**src/hw/rtl/smpq_pkg.sv**
```systemverilog
// Shared constants, types and control structs of the sorted max priority queue.
`timescale 1ns / 1ps

package smpq_pkg;

  localparam int CAPACITY = 16;
  localparam int AW       = (CAPACITY > 1) ? $clog2(CAPACITY) : 1;
  localparam int CNT_W    = $clog2(CAPACITY + 1);

  typedef logic signed [31:0] value_t;
  typedef logic [CNT_W-1:0]   count_t;

  typedef enum logic {
    CMD_INSERT  = 1'b0,
    CMD_EXTRACT = 1'b1
  } command_e;

  typedef enum logic [1:0] {
    ST_OK    = 2'd0,
    ST_EMPTY = 2'd1,
    ST_FULL  = 2'd2
  } status_e;

  typedef enum logic [2:0] {
    S_IDLE,
    S_INS_RD,
    S_INS_CMP,
    S_EXT_RD,
    S_EXT_WR,
    S_FIN
  } state_e;

  // controller -> datapath
  typedef struct packed {
    logic load;        // latch request, seed index, status and removed value
    logic rd_prev;     // read entry idx-1
    logic rd_cur;      // read entry idx
    logic wr_val;      // entry idx <= request value
    logic wr_rd_idx;   // entry idx <= read data, idx--
    logic wr_rd_prev;  // entry idx-1 <= read data, idx++
    logic cnt_inc;
    logic cnt_dec;
    logic publish;     // load output register
  } ctrl_cmd_t;

  // datapath -> controller
  typedef struct packed {
    logic req_ins;     // pending input word is an insert
    logic full;
    logic empty;
    logic idx_zero;
    logic idx_at_cnt;
    logic rd_less;     // read data < request value (signed)
    logic out_free;
  } dp_stat_t;

endpackage

```
**src/hw/rtl/smpq_req_if.sv**
```systemverilog
// Request channel: command and value with valid/ready.
`timescale 1ns / 1ps

interface smpq_req_if;
  import smpq_pkg::*;

  logic   valid;
  logic   ready;
  logic   command;
  value_t item_value;

  modport source (output valid, output command, output item_value, input ready);
  modport sink   (input valid, input command, input item_value, output ready);
endinterface

```
**src/hw/rtl/smpq_rsp_if.sv**
```systemverilog
// Result channel: status, removed value, top value and count with valid/ready.
`timescale 1ns / 1ps

interface smpq_rsp_if;
  import smpq_pkg::*;

  logic       valid;
  logic       ready;
  logic [1:0] status;
  value_t     removed_value;
  value_t     top_value;
  logic       top_valid;
  logic [4:0] stored_count;

  modport source (output valid, output status, output removed_value, output top_value,
                  output top_valid, output stored_count, input ready);
  modport sink   (input valid, input status, input removed_value, input top_value,
                  input top_valid, input stored_count, output ready);
endinterface

```
**src/hw/rtl/smpq_ctrl.sv**
```systemverilog
// Sequencing state machine of the priority queue.
`timescale 1ns / 1ps

module smpq_ctrl (
  input  logic                 clk_i,
  input  logic                 rst_ni,
  input  logic                 in_valid_i,
  output logic                 in_ready_o,
  input  smpq_pkg::dp_stat_t   stat_i,
  output smpq_pkg::ctrl_cmd_t  cmd_o
);
  import smpq_pkg::*;

  state_e state_q, state_d;

  always_ff @(posedge clk_i or negedge rst_ni) begin
    if (!rst_ni) begin
      state_q <= S_IDLE;
    end else begin
      state_q <= state_d;
    end
  end

  // next state
  always_comb begin
    state_d = state_q;
    case (state_q)
      S_IDLE: begin
        if (in_valid_i) begin
          if (stat_i.req_ins) begin
            state_d = stat_i.full ? S_FIN : S_INS_RD;
          end else begin
            state_d = stat_i.empty ? S_FIN : S_EXT_RD;
          end
        end
      end
      S_INS_RD:  state_d = stat_i.idx_zero ? S_FIN : S_INS_CMP;
      S_INS_CMP: state_d = stat_i.rd_less ? S_INS_RD : S_FIN;
      S_EXT_RD:  state_d = stat_i.idx_at_cnt ? S_FIN : S_EXT_WR;
      S_EXT_WR:  state_d = S_EXT_RD;
      S_FIN:     state_d = stat_i.out_free ? S_IDLE : S_FIN;
      default:   state_d = S_IDLE;
    endcase
  end

  // outputs
  always_comb begin
    cmd_o      = '0;
    in_ready_o = 1'b0;
    case (state_q)
      S_IDLE: begin
        in_ready_o = 1'b1;
        cmd_o.load = in_valid_i;
      end
      S_INS_RD: begin
        if (stat_i.idx_zero) begin
          cmd_o.wr_val  = 1'b1;
          cmd_o.cnt_inc = 1'b1;
        end else begin
          cmd_o.rd_prev = 1'b1;
        end
      end
      S_INS_CMP: begin
        if (stat_i.rd_less) begin
          cmd_o.wr_rd_idx = 1'b1;
        end else begin
          cmd_o.wr_val  = 1'b1;
          cmd_o.cnt_inc = 1'b1;
        end
      end
      S_EXT_RD: begin
        if (stat_i.idx_at_cnt) begin
          cmd_o.cnt_dec = 1'b1;
        end else begin
          cmd_o.rd_cur = 1'b1;
        end
      end
      S_EXT_WR: cmd_o.wr_rd_prev = 1'b1;
      S_FIN:    cmd_o.publish    = stat_i.out_free;
      default:  cmd_o = '0;
    endcase
  end

endmodule

```
**src/hw/rtl/smpq_datapath.sv**
```systemverilog
// Entry memory, count, top register and output register of the priority queue.
`timescale 1ns / 1ps

module smpq_datapath (
  input  logic                 clk_i,
  input  logic                 rst_ni,
  input  logic                 in_command_i,
  input  smpq_pkg::value_t     in_value_i,
  input  logic                 out_ready_i,
  output logic                 out_valid_o,
  output logic [1:0]           out_status_o,
  output smpq_pkg::value_t     out_removed_o,
  output smpq_pkg::value_t     out_top_o,
  output logic                 out_top_valid_o,
  output logic [4:0]           out_count_o,
  input  smpq_pkg::ctrl_cmd_t  cmd_i,
  output smpq_pkg::dp_stat_t   stat_o
);
  import smpq_pkg::*;

  value_t  mem_q [CAPACITY];
  value_t  rdata_q;

  value_t  val_q;
  count_t  idx_q, idx_d;
  count_t  count_q, count_d;
  value_t  top_q, top_d;
  status_e status_q, status_d;
  value_t  removed_q, removed_d;

  logic    out_valid_q, out_valid_d;
  status_e out_status_q;
  value_t  out_removed_q, out_top_q;
  logic    out_top_valid_q;
  count_t  out_count_q;

  count_t  idx_prev;
  logic    full, empty, req_ins;
  logic    wr_en, rd_en;
  logic [AW-1:0] wr_addr, rd_addr;
  value_t  wr_data;

  assign idx_prev = idx_q - count_t'(1);
  assign full     = (count_q == count_t'(CAPACITY));
  assign empty    = (count_q == '0);
  assign req_ins  = (in_command_i == CMD_INSERT);

  assign stat_o.req_ins    = req_ins;
  assign stat_o.full       = full;
  assign stat_o.empty      = empty;
  assign stat_o.idx_zero   = (idx_q == '0);
  assign stat_o.idx_at_cnt = (idx_q == count_q);
  assign stat_o.rd_less    = (rdata_q < val_q);
  assign stat_o.out_free   = !out_valid_q || out_ready_i;

  // single write port, single registered read port
  always_comb begin
    wr_en   = cmd_i.wr_val || cmd_i.wr_rd_idx || cmd_i.wr_rd_prev;
    wr_addr = cmd_i.wr_rd_prev ? idx_prev[AW-1:0] : idx_q[AW-1:0];
    wr_data = cmd_i.wr_val ? val_q : rdata_q;
    rd_en   = cmd_i.rd_prev || cmd_i.rd_cur;
    rd_addr = cmd_i.rd_prev ? idx_prev[AW-1:0] : idx_q[AW-1:0];
  end

  always_ff @(posedge clk_i) begin
    if (wr_en) begin
      mem_q[wr_addr] <= wr_data;
    end
    if (rd_en) begin
      rdata_q <= mem_q[rd_addr];
    end
  end

  always_comb begin
    idx_d     = idx_q;
    count_d   = count_q;
    top_d     = top_q;
    status_d  = status_q;
    removed_d = removed_q;
    if (cmd_i.load) begin
      idx_d     = req_ins ? count_q : count_t'(1);
      status_d  = req_ins ? (full ? ST_FULL : ST_OK) : (empty ? ST_EMPTY : ST_OK);
      removed_d = (!req_ins && !empty) ? top_q : '0;
    end
    if (cmd_i.wr_val && (idx_q == '0)) begin
      top_d = val_q;
    end
    if (cmd_i.wr_rd_idx) begin
      idx_d = idx_prev;
    end
    if (cmd_i.wr_rd_prev) begin
      idx_d = idx_q + count_t'(1);
      if (idx_q == count_t'(1)) begin
        top_d = rdata_q;
      end
    end
    if (cmd_i.cnt_inc) begin
      count_d = count_q + count_t'(1);
    end
    if (cmd_i.cnt_dec) begin
      count_d = count_q - count_t'(1);
    end
  end

  always_ff @(posedge clk_i) begin
    if (cmd_i.load) begin
      val_q <= in_value_i;
    end
    idx_q     <= idx_d;
    top_q     <= top_d;
    status_q  <= status_d;
    removed_q <= removed_d;
    if (cmd_i.publish) begin
      out_status_q    <= status_q;
      out_removed_q   <= removed_q;
      out_top_q       <= empty ? '0 : top_q;
      out_top_valid_q <= !empty;
      out_count_q     <= count_q;
    end
  end

  always_comb begin
    out_valid_d = out_valid_q;
    if (out_valid_q && out_ready_i) begin
      out_valid_d = 1'b0;
    end
    if (cmd_i.publish) begin
      out_valid_d = 1'b1;
    end
  end

  always_ff @(posedge clk_i or negedge rst_ni) begin
    if (!rst_ni) begin
      count_q     <= '0;
      out_valid_q <= 1'b0;
    end else begin
      count_q     <= count_d;
      out_valid_q <= out_valid_d;
    end
  end

  assign out_valid_o     = out_valid_q;
  assign out_status_o    = out_status_q;
  assign out_removed_o   = out_removed_q;
  assign out_top_o       = out_top_q;
  assign out_top_valid_o = out_top_valid_q;
  assign out_count_o     = 5'(out_count_q);

endmodule

```
**src/hw/rtl/sorted_max_priority_queue.sv**
```systemverilog
// Sorted-list max priority queue: top level joining controller and datapath.
// Per word: an insert shifts each entry smaller than the new value down one slot from
// the tail, then writes the value; an extract shifts each entry behind the head up one
// slot; a rejected word goes straight to FIN. An output stall holds FIN; single-port memory sets the rate.
// Result sits in an output register; the next word is taken the cycle after it loads.
// Reset (rst_ni low, async) empties the queue and the output; entries stay uncleared.
`timescale 1ns / 1ps

module sorted_max_priority_queue (
  input  logic        clk_i,
  input  logic        rst_ni,
  smpq_req_if.sink    req_i,
  smpq_rsp_if.source  rsp_o
);
  import smpq_pkg::*;

  // Command/status bundle between the two halves.
  ctrl_cmd_t cmd;
  dp_stat_t  stat;

  // Controller: IDLE takes a word, then walks the entry memory one slot per
  // read/write pair (insert walks from the tail, extract from the head),
  // and FIN waits for a free output register.
  smpq_ctrl u_ctrl (
    .clk_i      (clk_i),
    .rst_ni     (rst_ni),
    .in_valid_i (req_i.valid),
    .in_ready_o (req_i.ready),
    .stat_i     (stat),
    .cmd_o      (cmd)
  );

  // Datapath: entry memory sorted high to low, count, cached maximum and the
  // result register. The cached maximum avoids a second memory read port.
  smpq_datapath u_dp (
    .clk_i           (clk_i),
    .rst_ni          (rst_ni),
    .in_command_i    (req_i.command),
    .in_value_i      (req_i.item_value),
    .out_ready_i     (rsp_o.ready),
    .out_valid_o     (rsp_o.valid),
    .out_status_o    (rsp_o.status),
    .out_removed_o   (rsp_o.removed_value),
    .out_top_o       (rsp_o.top_value),
    .out_top_valid_o (rsp_o.top_valid),
    .out_count_o     (rsp_o.stored_count),
    .cmd_i           (cmd),
    .stat_o          (stat)
  );

  // A result is only loaded when the output register is free.
  a_publish_free: assert property (@(posedge clk_i) disable iff (!rst_ni)
    cmd.publish |-> stat.out_free)
    else $error("result loaded over an untaken word");

  // A new word is never taken in the cycle a result is published.
  a_accept_vs_publish: assert property (@(posedge clk_i) disable iff (!rst_ni)
    (req_i.valid && req_i.ready) |-> !cmd.publish)
    else $error("accept and publish in the same cycle");

  // Only one memory write per cycle.
  a_one_write: assert property (@(posedge clk_i) disable iff (!rst_ni)
    $onehot0({cmd.wr_val, cmd.wr_rd_idx, cmd.wr_rd_prev}))
    else $error("conflicting entry writes");

  // Failed requests report no removed value.
  a_fail_removed: assert property (@(posedge clk_i) disable iff (!rst_ni)
    (rsp_o.valid && (rsp_o.status != ST_OK)) |-> (rsp_o.removed_value == '0))
    else $error("removed value on failed request");

endmodule

```
**src/flat_wrapper.sv**
```systemverilog
// flat-port wrapper written by rule: the top's interface ports become plain ports
module sorted_max_priority_queue_flat import smpq_pkg::*;
  (clk_i, rst_ni, req_i_valid, req_i_command, req_i_item_value, req_i_ready, rsp_o_valid, rsp_o_status, rsp_o_removed_value, rsp_o_top_value, rsp_o_top_valid, rsp_o_stored_count, rsp_o_ready);
  smpq_req_if req_i_i ();
  smpq_rsp_if rsp_o_i ();
  input  logic clk_i;
  input  logic rst_ni;
  input wire logic [$bits(req_i_i.valid)-1:0] req_i_valid;
  input wire logic [$bits(req_i_i.command)-1:0] req_i_command;
  input wire logic [$bits(req_i_i.item_value)-1:0] req_i_item_value;
  output wire logic [$bits(req_i_i.ready)-1:0] req_i_ready;
  output wire logic [$bits(rsp_o_i.valid)-1:0] rsp_o_valid;
  output wire logic [$bits(rsp_o_i.status)-1:0] rsp_o_status;
  output wire logic [$bits(rsp_o_i.removed_value)-1:0] rsp_o_removed_value;
  output wire logic [$bits(rsp_o_i.top_value)-1:0] rsp_o_top_value;
  output wire logic [$bits(rsp_o_i.top_valid)-1:0] rsp_o_top_valid;
  output wire logic [$bits(rsp_o_i.stored_count)-1:0] rsp_o_stored_count;
  input wire logic [$bits(rsp_o_i.ready)-1:0] rsp_o_ready;
  assign req_i_i.valid = req_i_valid;
  assign req_i_i.command = req_i_command;
  assign req_i_i.item_value = req_i_item_value;
  assign req_i_ready = req_i_i.ready;
  assign rsp_o_valid = rsp_o_i.valid;
  assign rsp_o_status = rsp_o_i.status;
  assign rsp_o_removed_value = rsp_o_i.removed_value;
  assign rsp_o_top_value = rsp_o_i.top_value;
  assign rsp_o_top_valid = rsp_o_i.top_valid;
  assign rsp_o_stored_count = rsp_o_i.stored_count;
  assign rsp_o_i.ready = rsp_o_ready;
  sorted_max_priority_queue u_core (.clk_i(clk_i), .rst_ni(rst_ni), .req_i(req_i_i), .rsp_o(rsp_o_i));
endmodule
```
**config.mk**
```make
export PLATFORM = sky130hd
export DESIGN_NAME = sorted_max_priority_queue_flat
export DESIGN_NICKNAME = d
export VERILOG_FILES = /design/src/hw/rtl/smpq_pkg.sv /design/src/hw/rtl/smpq_req_if.sv /design/src/hw/rtl/smpq_rsp_if.sv /design/src/hw/rtl/smpq_ctrl.sv /design/src/hw/rtl/smpq_datapath.sv /design/src/hw/rtl/sorted_max_priority_queue.sv /design/src/flat_wrapper.sv
export SDC_FILE = /design/constraint.sdc
export NUM_CORES = 1
export LEC_CHECK = 0
export ABC_AREA = 1
export BUFFER_PORTS_ARGS = -buffer_cell sky130_fd_sc_hd__buf_2
export CORE_ASPECT_RATIO = 1.5
export CORE_MARGIN = 2
export CORE_UTILIZATION = 56
export DETAILED_ROUTE_END_ITERATION = 10
export PLACE_DENSITY = 0.73
export SYNTH_ARGS = -nofsm -noshare
export SYNTH_HDL_FRONTEND = slang
export SYNTH_SLANG_ARGS = --single-unit
export TNS_END_PERCENT = 10
```
**constraint.sdc**
```tcl
create_clock -name clk_i -period 5.8 [get_ports clk_i]
set_input_delay 0.58 -clock clk_i [delete_from_list [all_inputs] [get_ports clk_i]]
set_output_delay 0.58 -clock clk_i [all_outputs]
set_load 0.005 [all_outputs]
```
==> results of run 1 <==
-- routing by layer --
| layer | vias up | GRT usage (%) |
|---|---|---|
| li1 | 8548 | - |
| met5 | - | 0 |
| met1 | 9412 | 34.1 |
| met3 | 212 | 3.09 |
| met4 | 0 | 11.5 |
| met2 | 1084 | 43.8 |
-- cell usage in the layout, fill, tap and decap left out, types with 5 or more instances in the layout --
master / n
dfrtp_1: 9
clkbuf_16: 60
nand2_1: 232
ha_1: 37
clkbuf_1: 5
inv_2: 5
clkinv_2: 12
o21ai_0: 259
inv_1: 154
a21oi_1: 38
o221ai_1: 86
nor2_4: 18
buf_2: 110
bufinv_16: 14
nand3_1: 91
dfxtp_1: 32
xor2_1: 6
edfxtp_1: 687
buf_4: 67
xnor2_1: 5
o22ai_1: 41
o211ai_1: 44
clkinv_1: 10
o21ai_1: 46
nor2_1: 350
-- cell usage after synthesis (3+ instances only) --
library cell	instances	area, µm²
edfxtp_1	687	20600
nor2_1	368	1380
o21ai_0	264	1320
nand2_1	232	871
inv_1	155	582
nand3_1	91	455
o221ai_1	86	753
buf_2	72	360
o211ai_1	44	330
o21ai_1	42	210
o22ai_1	41	257
a21oi_1	38	190
ha_1	37	463
dfxtp_1	32	641
clkbuf_1	31	116
buf_6	15	169
dfrtp_1	9	225
buf_4	8	60.1
xor2_1	6	52.6
clkbuf_2	5	25.0
inv_2	5	18.8
nand2_2	5	31.3
xnor2_1	5	43.8
buf_1	4	15.0
nor3_1	4	20.0
nor4_1	3	18.8
-- per-stage QoR --
step | cell area, µm² | cells | setup slack (ns)
after floorplan | 29400 | 2305 | 1.60
after global routing | 32900 | 3135 | 1.11
after detailed placement | 30800 | 3024 | 1.48
final | 32900 | 3135 | 1.32
after global placement | 30800 | 3023 | 1.53
after CTS | 32900 | 3135 | 1.43
-- area by class of cell --
cell class | count | area share (%)
timing repair buffer | 179 | 3.29
clock inverter | 45 | 1.83
inverter | 160 | 1.84
tap | 676 | 2.57
multi-input combinational | 1282 | 20.5
clock buffer | 65 | 4.62
sequential | 728 | 65.4
-- worst register-to-register path: cells and delay by family, from the launching register on --
kind	cells	cell delay (ns)
simple gates	6	1.13
flops	1	0.53
buf+inv	3	1.85
fa+ha+maj	1	0.30
compound gates	2	0.52
-- flip-flops by register name, summed over array words and instances (netlist names), 32 cells and up --
signal                     flops
u_core.u_dp.removed_q         32
u_core.u_dp.mem_q            512
u_core.u_dp.out_top_o         32
u_core.u_dp.rdata_q           32
u_core.u_dp.val_q             32
u_core.u_dp.out_removed_o     32
u_core.u_dp.top_q             32
-- kinds of logic (layout without fill, tap and decap cells) --
group                    Yosys count  count (layout)  share of synthesized area (%)
AO/OA/AOI/OAI                    522             522                           10.6
AND/OR/NAND/NOR                  711             711                           9.75
buffers and inverters            295             449                           4.58
flip-flops                       728             728                           73.1
XOR/XNOR                          11              11                          0.328
adder cells (fa/ha/maj)           38              38                           1.64
-- power breakdown --
| group | internal (mW) | switching [mW] |
|---|---|---|
| Sequential | 7.79 | 0.373 |
| Combinational | 2.17 | 6.15 |
| Clock | 2.52 | 1.84 |
-- how the worst max path moves through the flow --
stage,cells after the start,endpoint,start,slack (ns)
finish,12,u_core.u_dp.rdata_q[19]$_DFFE_PP_,u_core.u_dp.idx_q[0]$_DFFE_PP_,1.32
global route,12,u_core.u_dp.rdata_q[11]$_DFFE_PP_,u_core.u_dp.idx_q[0]$_DFFE_PP_,1.11
CTS,12,u_core.u_dp.rdata_q[19]$_DFFE_PP_,u_core.u_dp.idx_q[0]$_DFFE_PP_,1.43
detailed placement,12,u_core.u_dp.rdata_q[19]$_DFFE_PP_,u_core.u_dp.idx_q[0]$_DFFE_PP_,1.48
global placement,12,u_core.u_dp.rdata_q[19]$_DFFE_PP_,u_core.u_dp.idx_q[0]$_DFFE_PP_,1.53
floorplan,4,u_core.u_dp.out_count_o[0]$_DFFE_PP_,u_core.u_ctrl.state_q[2]$_DFFE_PN0P_,1.60
-- what timing repair did --
item	4_1_cts	5_1_grt
resized for setup	0	0
hold buffers	1	0
hold endpoints to repair	9	0
==> results.toml, run 1 <==
[outcome]
status = "complete, no violations"

[logic_synthesis]
yosysWarnings = 0
synth_ff_type = "edfxtp_1"
syn_nets = 2380
synth.cell_area_mm2 = 0.0294
ys_ff_latch = 728
synth_cell_types = 38
postSynthCellCount = 2305
synth-seq-area-share_pct = 73.1
synth-edff-count = 687
avgSynthCellArea_um2 = 12.8
async_flop_share_pct = 1.24

[clock_tree]
cts.htree.levels = 2
clk_latency_ns = 0.62
clock-sinks = 728
path_clk_slew_ns = 0.07
cts_made_buffers = 59
cts_max_path_buffers = 3
clock-root-buffer = "clkbuf_16"
post-cts-setup-buffer-count = 0
tritoncts = "built"

[routing]
routedWlPerCell_um = 22.8
dr.pass1.iters = 6
viasPerCell = 6.14
drt-initial-drc-count = 2226
drt-met1-wl_um = 26600
drc = 0
dr_total_vias = 19300
dr_wl_met2_um = 35300
ant_nets = 0
dr.max_layer_used = "met4"
met3_length_um = 6530
wirelength_um = 71400

[critical_path]
r2r-end = "u_core.u_dp.rdata_q[19]$_DFFE_PP_"
arrival_ns = 4.95
critical_path_buf_inv_count = 3
crit_required_ns = 6.27
r2r_start = "u_core.u_dp.idx_q[0]$_DFFE_PP_"
path_max_fanout = 142
cp_top_family = "buffers and inverters"
endpoint_kind = "register"
cp_cell_sequence = "inv_1, ha_1, nand3_4, nand2_4, nand2_2, nand2_8, inv_6, buf_4, o21ai_0, o221ai_1, nand3_1, nand2_1"
path_class = "register to register"
r2r_cells = 12
crit_path_start_kind = "register"
slowest_delay_ns = 0.93
rrSetupSlack_ns = 1.32
crit_slowest_cell = "inv_6"

[die]
dieArea_mm2 = 0.0544
core_mm2 = 0.0518
die_w_um = 191
die_height_um = 285
num_rows = 102
pin_count = 111
initial_utilization_pct = 56.7

[hold_path]
min_path_cells = 1
hp-start = "req_i_item_value[12]"
whs_endpoint = "u_core.u_dp.val_q[12]$_DFFE_PP_"
min-delay-path-class = "input port to register"

[power_and_ir_drop]
vdd_drop_max_uv = 560
leakagePower_nw = 11.9
p_per_area_mw_per_mm2 = 634
design_power_total_mw = 20.8

[placed_design]
gp_congestion = 0.848
io_buffers = 110
hpwl_um = 40800

[final_layout]
drive_above_1_share_pct = 12.6
fill_cells = 3679
area_growth_pct = 11.9
n_antenna_cell = 0
finalCoreUtilization_pct = 63.5
multi_input_area_mm2 = 0.00674
finalNetCount = 2485
seq_area_mm2 = 0.0215

[global_routing]
overflow = 0
grt_usage_pct = 26.0
grt_pass1_wl_um = 108000
antenna_found_initial = 0
grt_pass1_vias = 18900
grt_max_degree = 143

[sta]
min_period_ns = 4.48
slew_headroom_pct = 16.0
slew_violations = 0
hold_ws_ns = 0.143
finalHoldViolCount = 0
rsz0062_at_grt = "false"
worst_pin_slew_ns = 1.25
setup_violations = 0
finClkSkew_ns = 0.0205
finalCritPeriodShare_pct = 77.2
finalSetupTns_ns = 0
fmax_ghz = 0.223

[run]
maxCapViolCount = 0
Power figures use the tool's default switching activity.
==> run 2, diff against run 1 <==
ABC_AREA = 0   (was 1)
clock period = 4.2 ns   (was 5.8 ns; I/O delays follow)
==> run 2 against run 1 <==
  * Final area up 0.40%
  * Utilization increased by 1.8 points
  * First-iteration DRC count fell by 24%
  * Largest cell class unchanged
  * Highest routed layer unchanged
==> results.toml, run 2 <==
[outcome]
status = "complete, no violations"

[global_routing]
overflow = 0
grt_usage_pct = 25.0
grt_max_degree = 68
groute.layer.met3.usage_pct = 3.63
use_met1_pct = 31.8
antenna_found_initial = 0
grtUsageMet2_pct = 43.6
grt_pass1_wl_um = 96600
top_usage_layer = "met2"
grt_pass1_vias = 15300

[routing]
drc = 0
ant_nets = 0
dr_total_vias = 15200
routedWlPerCell_um = 27.2
drt-initial-drc-count = 1697
viasPerCell = 6.32
dr.pass1.iters = 5
wirelength_um = 65300

[critical_path]
crit_required_ns = 4.67
path_max_fanout = 21
path_class = "register to register"
endpoint_kind = "register"
arrival_ns = 4.41
crit_path_start_kind = "register"

[power_and_ir_drop]
p_per_area_mw_per_mm2 = 819
design_power_total_mw = 27.0
vdd_drop_max_uv = 476
leakagePower_nw = 11.1

[logic_synthesis]
synth_ff_type = "edfxtp_1"
yosysWarnings = 0
ys_ff_latch = 728
synth-edff-count = 687
syn_nets = 1547
synth_top_cell_area_share_pct = 72.1
postSynthCellCount = 1472
synth.cell_area_mm2 = 0.0286
synth_top_cells_by_area = "edfxtp_1 72%, mux4_2 13%, dfxtp_1 2.2%"
avgSynthCellArea_um2 = 19.4
yosysTopAreaCell = "edfxtp_1"
synth_most_common_cell = "edfxtp_1"
synth_cell_types = 53
async_flop_share_pct = 1.24
synth-seq-area-share_pct = 75.2
ys_top_cells_by_count = "687 x edfxtp_1, 160 x mux4_2, 52 x clkbuf_1, 45 x o21ai_0, 42 x inv_1"

[placed_design]
placed_area_mm2 = 0.0308
gp_congestion = 0.867
io_buffers = 110
dpl.cell_count = 2257
hpwl_um = 37600

[sta]
worst_pin_slew_ns = 1.28
min_period_ns = 3.93
slew_violations = 0
finalSetupTns_ns = 0
fmax_ghz = 0.254
slew_headroom_pct = 13.9
setup_violations = 0
finalCritPeriodShare_pct = 93.7
finClkSkew_ns = 0.0318
finalHoldViolCount = 0
rsz0062_at_grt = "false"

[final_layout]
n_antenna_cell = 0
top_register = "u_core.u_dp.mem_q"
layout_commonest_cell = "edfxtp_1"
drive_above_1_share_pct = 27.4
design_area_mm2 = 0.0330
finalNetCount = 1757
largest_register_ffs = 512
area_growth_pct = 15.5
instances_no_fill = 2400
layout_common_cells = "687 x edfxtp_1, 160 x mux4_2, 110 x buf_2, 68 x buf_4, 61 x clkbuf_16"
fill_cells = 3358
finalCoreUtilization_pct = 65.3

[clock_tree]
cts.htree.levels = 2
path_clk_slew_ns = 0.07
post-cts-setup-buffer-count = 0
ctsResizeCount = 0
holdBufCountCts = 31
tritoncts = "built"
cts_max_path_buffers = 3
cts_made_buffers = 61
clk_latency_ns = 0.63
clock-sinks = 728
clock-root-buffer = "clkbuf_16"

[die]
pin_count = 111
num_rows = 101
core_mm2 = 0.0505
die_w_um = 189
die_height_um = 281
initial_utilization_pct = 56.6
dieArea_mm2 = 0.0529

[hold_path]
min-delay-path-class = "input port to register"

[run]
maxCapViolCount = 0
## run 2: cell count changes in the layout (fill, tap and decap cells not counted), sizes merged, moves of 86 or more
| cell | change |
|---|---|
| nor2 | -330 |
| o221ai | -86 |
| mux4 | +160 |
| inv | -118 |
| o21ai | -263 |
| nand2 | -212 |
## run 2: cells by family after synthesis
family / share of synthesized area, %
multiplexers: 12.9
AND/OR/NAND/NOR: 3.82
buffers and inverters: 1.75
AO/OA/AOI/OAI: 4.20
flip-flops: 75.2
XOR/XNOR: 0.521
adder cells (fa/ha/maj): 1.69
## run 2: layout make-up
class,instances,area [µm²],share of cell area [%]
inverters,42,158,0.477
flip-flops and latches,728,21500,65.1
well taps,669,837,2.53
clock buffers,83,1660,5.02
multi-input cells,621,6820,20.7
repair buffers,228,1750,5.30
clock inverters,29,295,0.894
## run 2: routing by layer
| layer | routed length (µm) | part of all wire [%] |
|---|---|---|
| met1 | 23900 | 37 |
| met2 | 34000 | 52 |
| met4 | 2540 | 3.9 |
| met3 | 4930 | 7.5 |
| met5 | 0 | 0 |
## run 2: worst paths after layout
| check | start | end | slack [ns] | cells past startpoint |
|---|---|---|---|---|
| worst min-delay path | req_i_item_value[0] | u_core.u_dp.val_q[0]$_DFFE_PP_ | 0.03 | 1 |
| max in group asynchronous | rst_ni | u_core.u_dp.count_q[4]$_DFFE_PN0P_ | 3.82 | 2 |
| worst min register to register | u_core.u_dp.removed_q[25]$_SDFFCE_PN0P_ | u_core.u_dp.out_removed_o[25]$_DFFE_PP_ | 0.42 | 0 |
| min in group asynchronous | rst_ni | u_core.u_dp.count_q[1]$_DFFE_PN0P_ | 0.19 | 2 |
| worst max register to register | u_core.u_dp.val_q[23]$_DFFE_PP_ | u_core.u_dp.mem_q[8][9]$_DFFE_PP_ | 0.27 | 11 |
| worst max-delay path | u_core.u_dp.val_q[23]$_DFFE_PP_ | u_core.u_dp.mem_q[8][9]$_DFFE_PP_ | 0.27 | 11 |
## run 2: where the power goes
| part | leakage [nW] | total, mW | internal, mW | switching (mW) |
|---|---|---|---|---|
| combinational | 3.57 | 10.2 | 4.72 | 5.49 |
| sequential | 6.63 | 11.2 | 10.6 | 0.580 |
| clock | 0.935 | 5.59 | 3.08 | 2.51 |
## run 2: critical path, stage by stage (launching register included)
cell and delay [ns]:
edfxtp_1 0.45, inv_1 0.19, ha_1 0.29, a41oi_1 0.20, o21ai_0 0.13, a221oi_1 0.43, a21boi_0 0.36, o31ai_4 0.87
buf_12 0.28, nand3_1 0.09, o21ai_0 0.20, buf_4 0.27
## run 2: per-stage QoR
step,setup slack [ns],hold WS (ns)
2_1_floorplan,-0.0314,0.124
3_3_place_gp,0.438,0.279
3_5_place_dp,0.311,0.281
4_1_cts,0.232,0.00204
5_1_grt,0.193,0.0147
6_report,0.265,0.0279
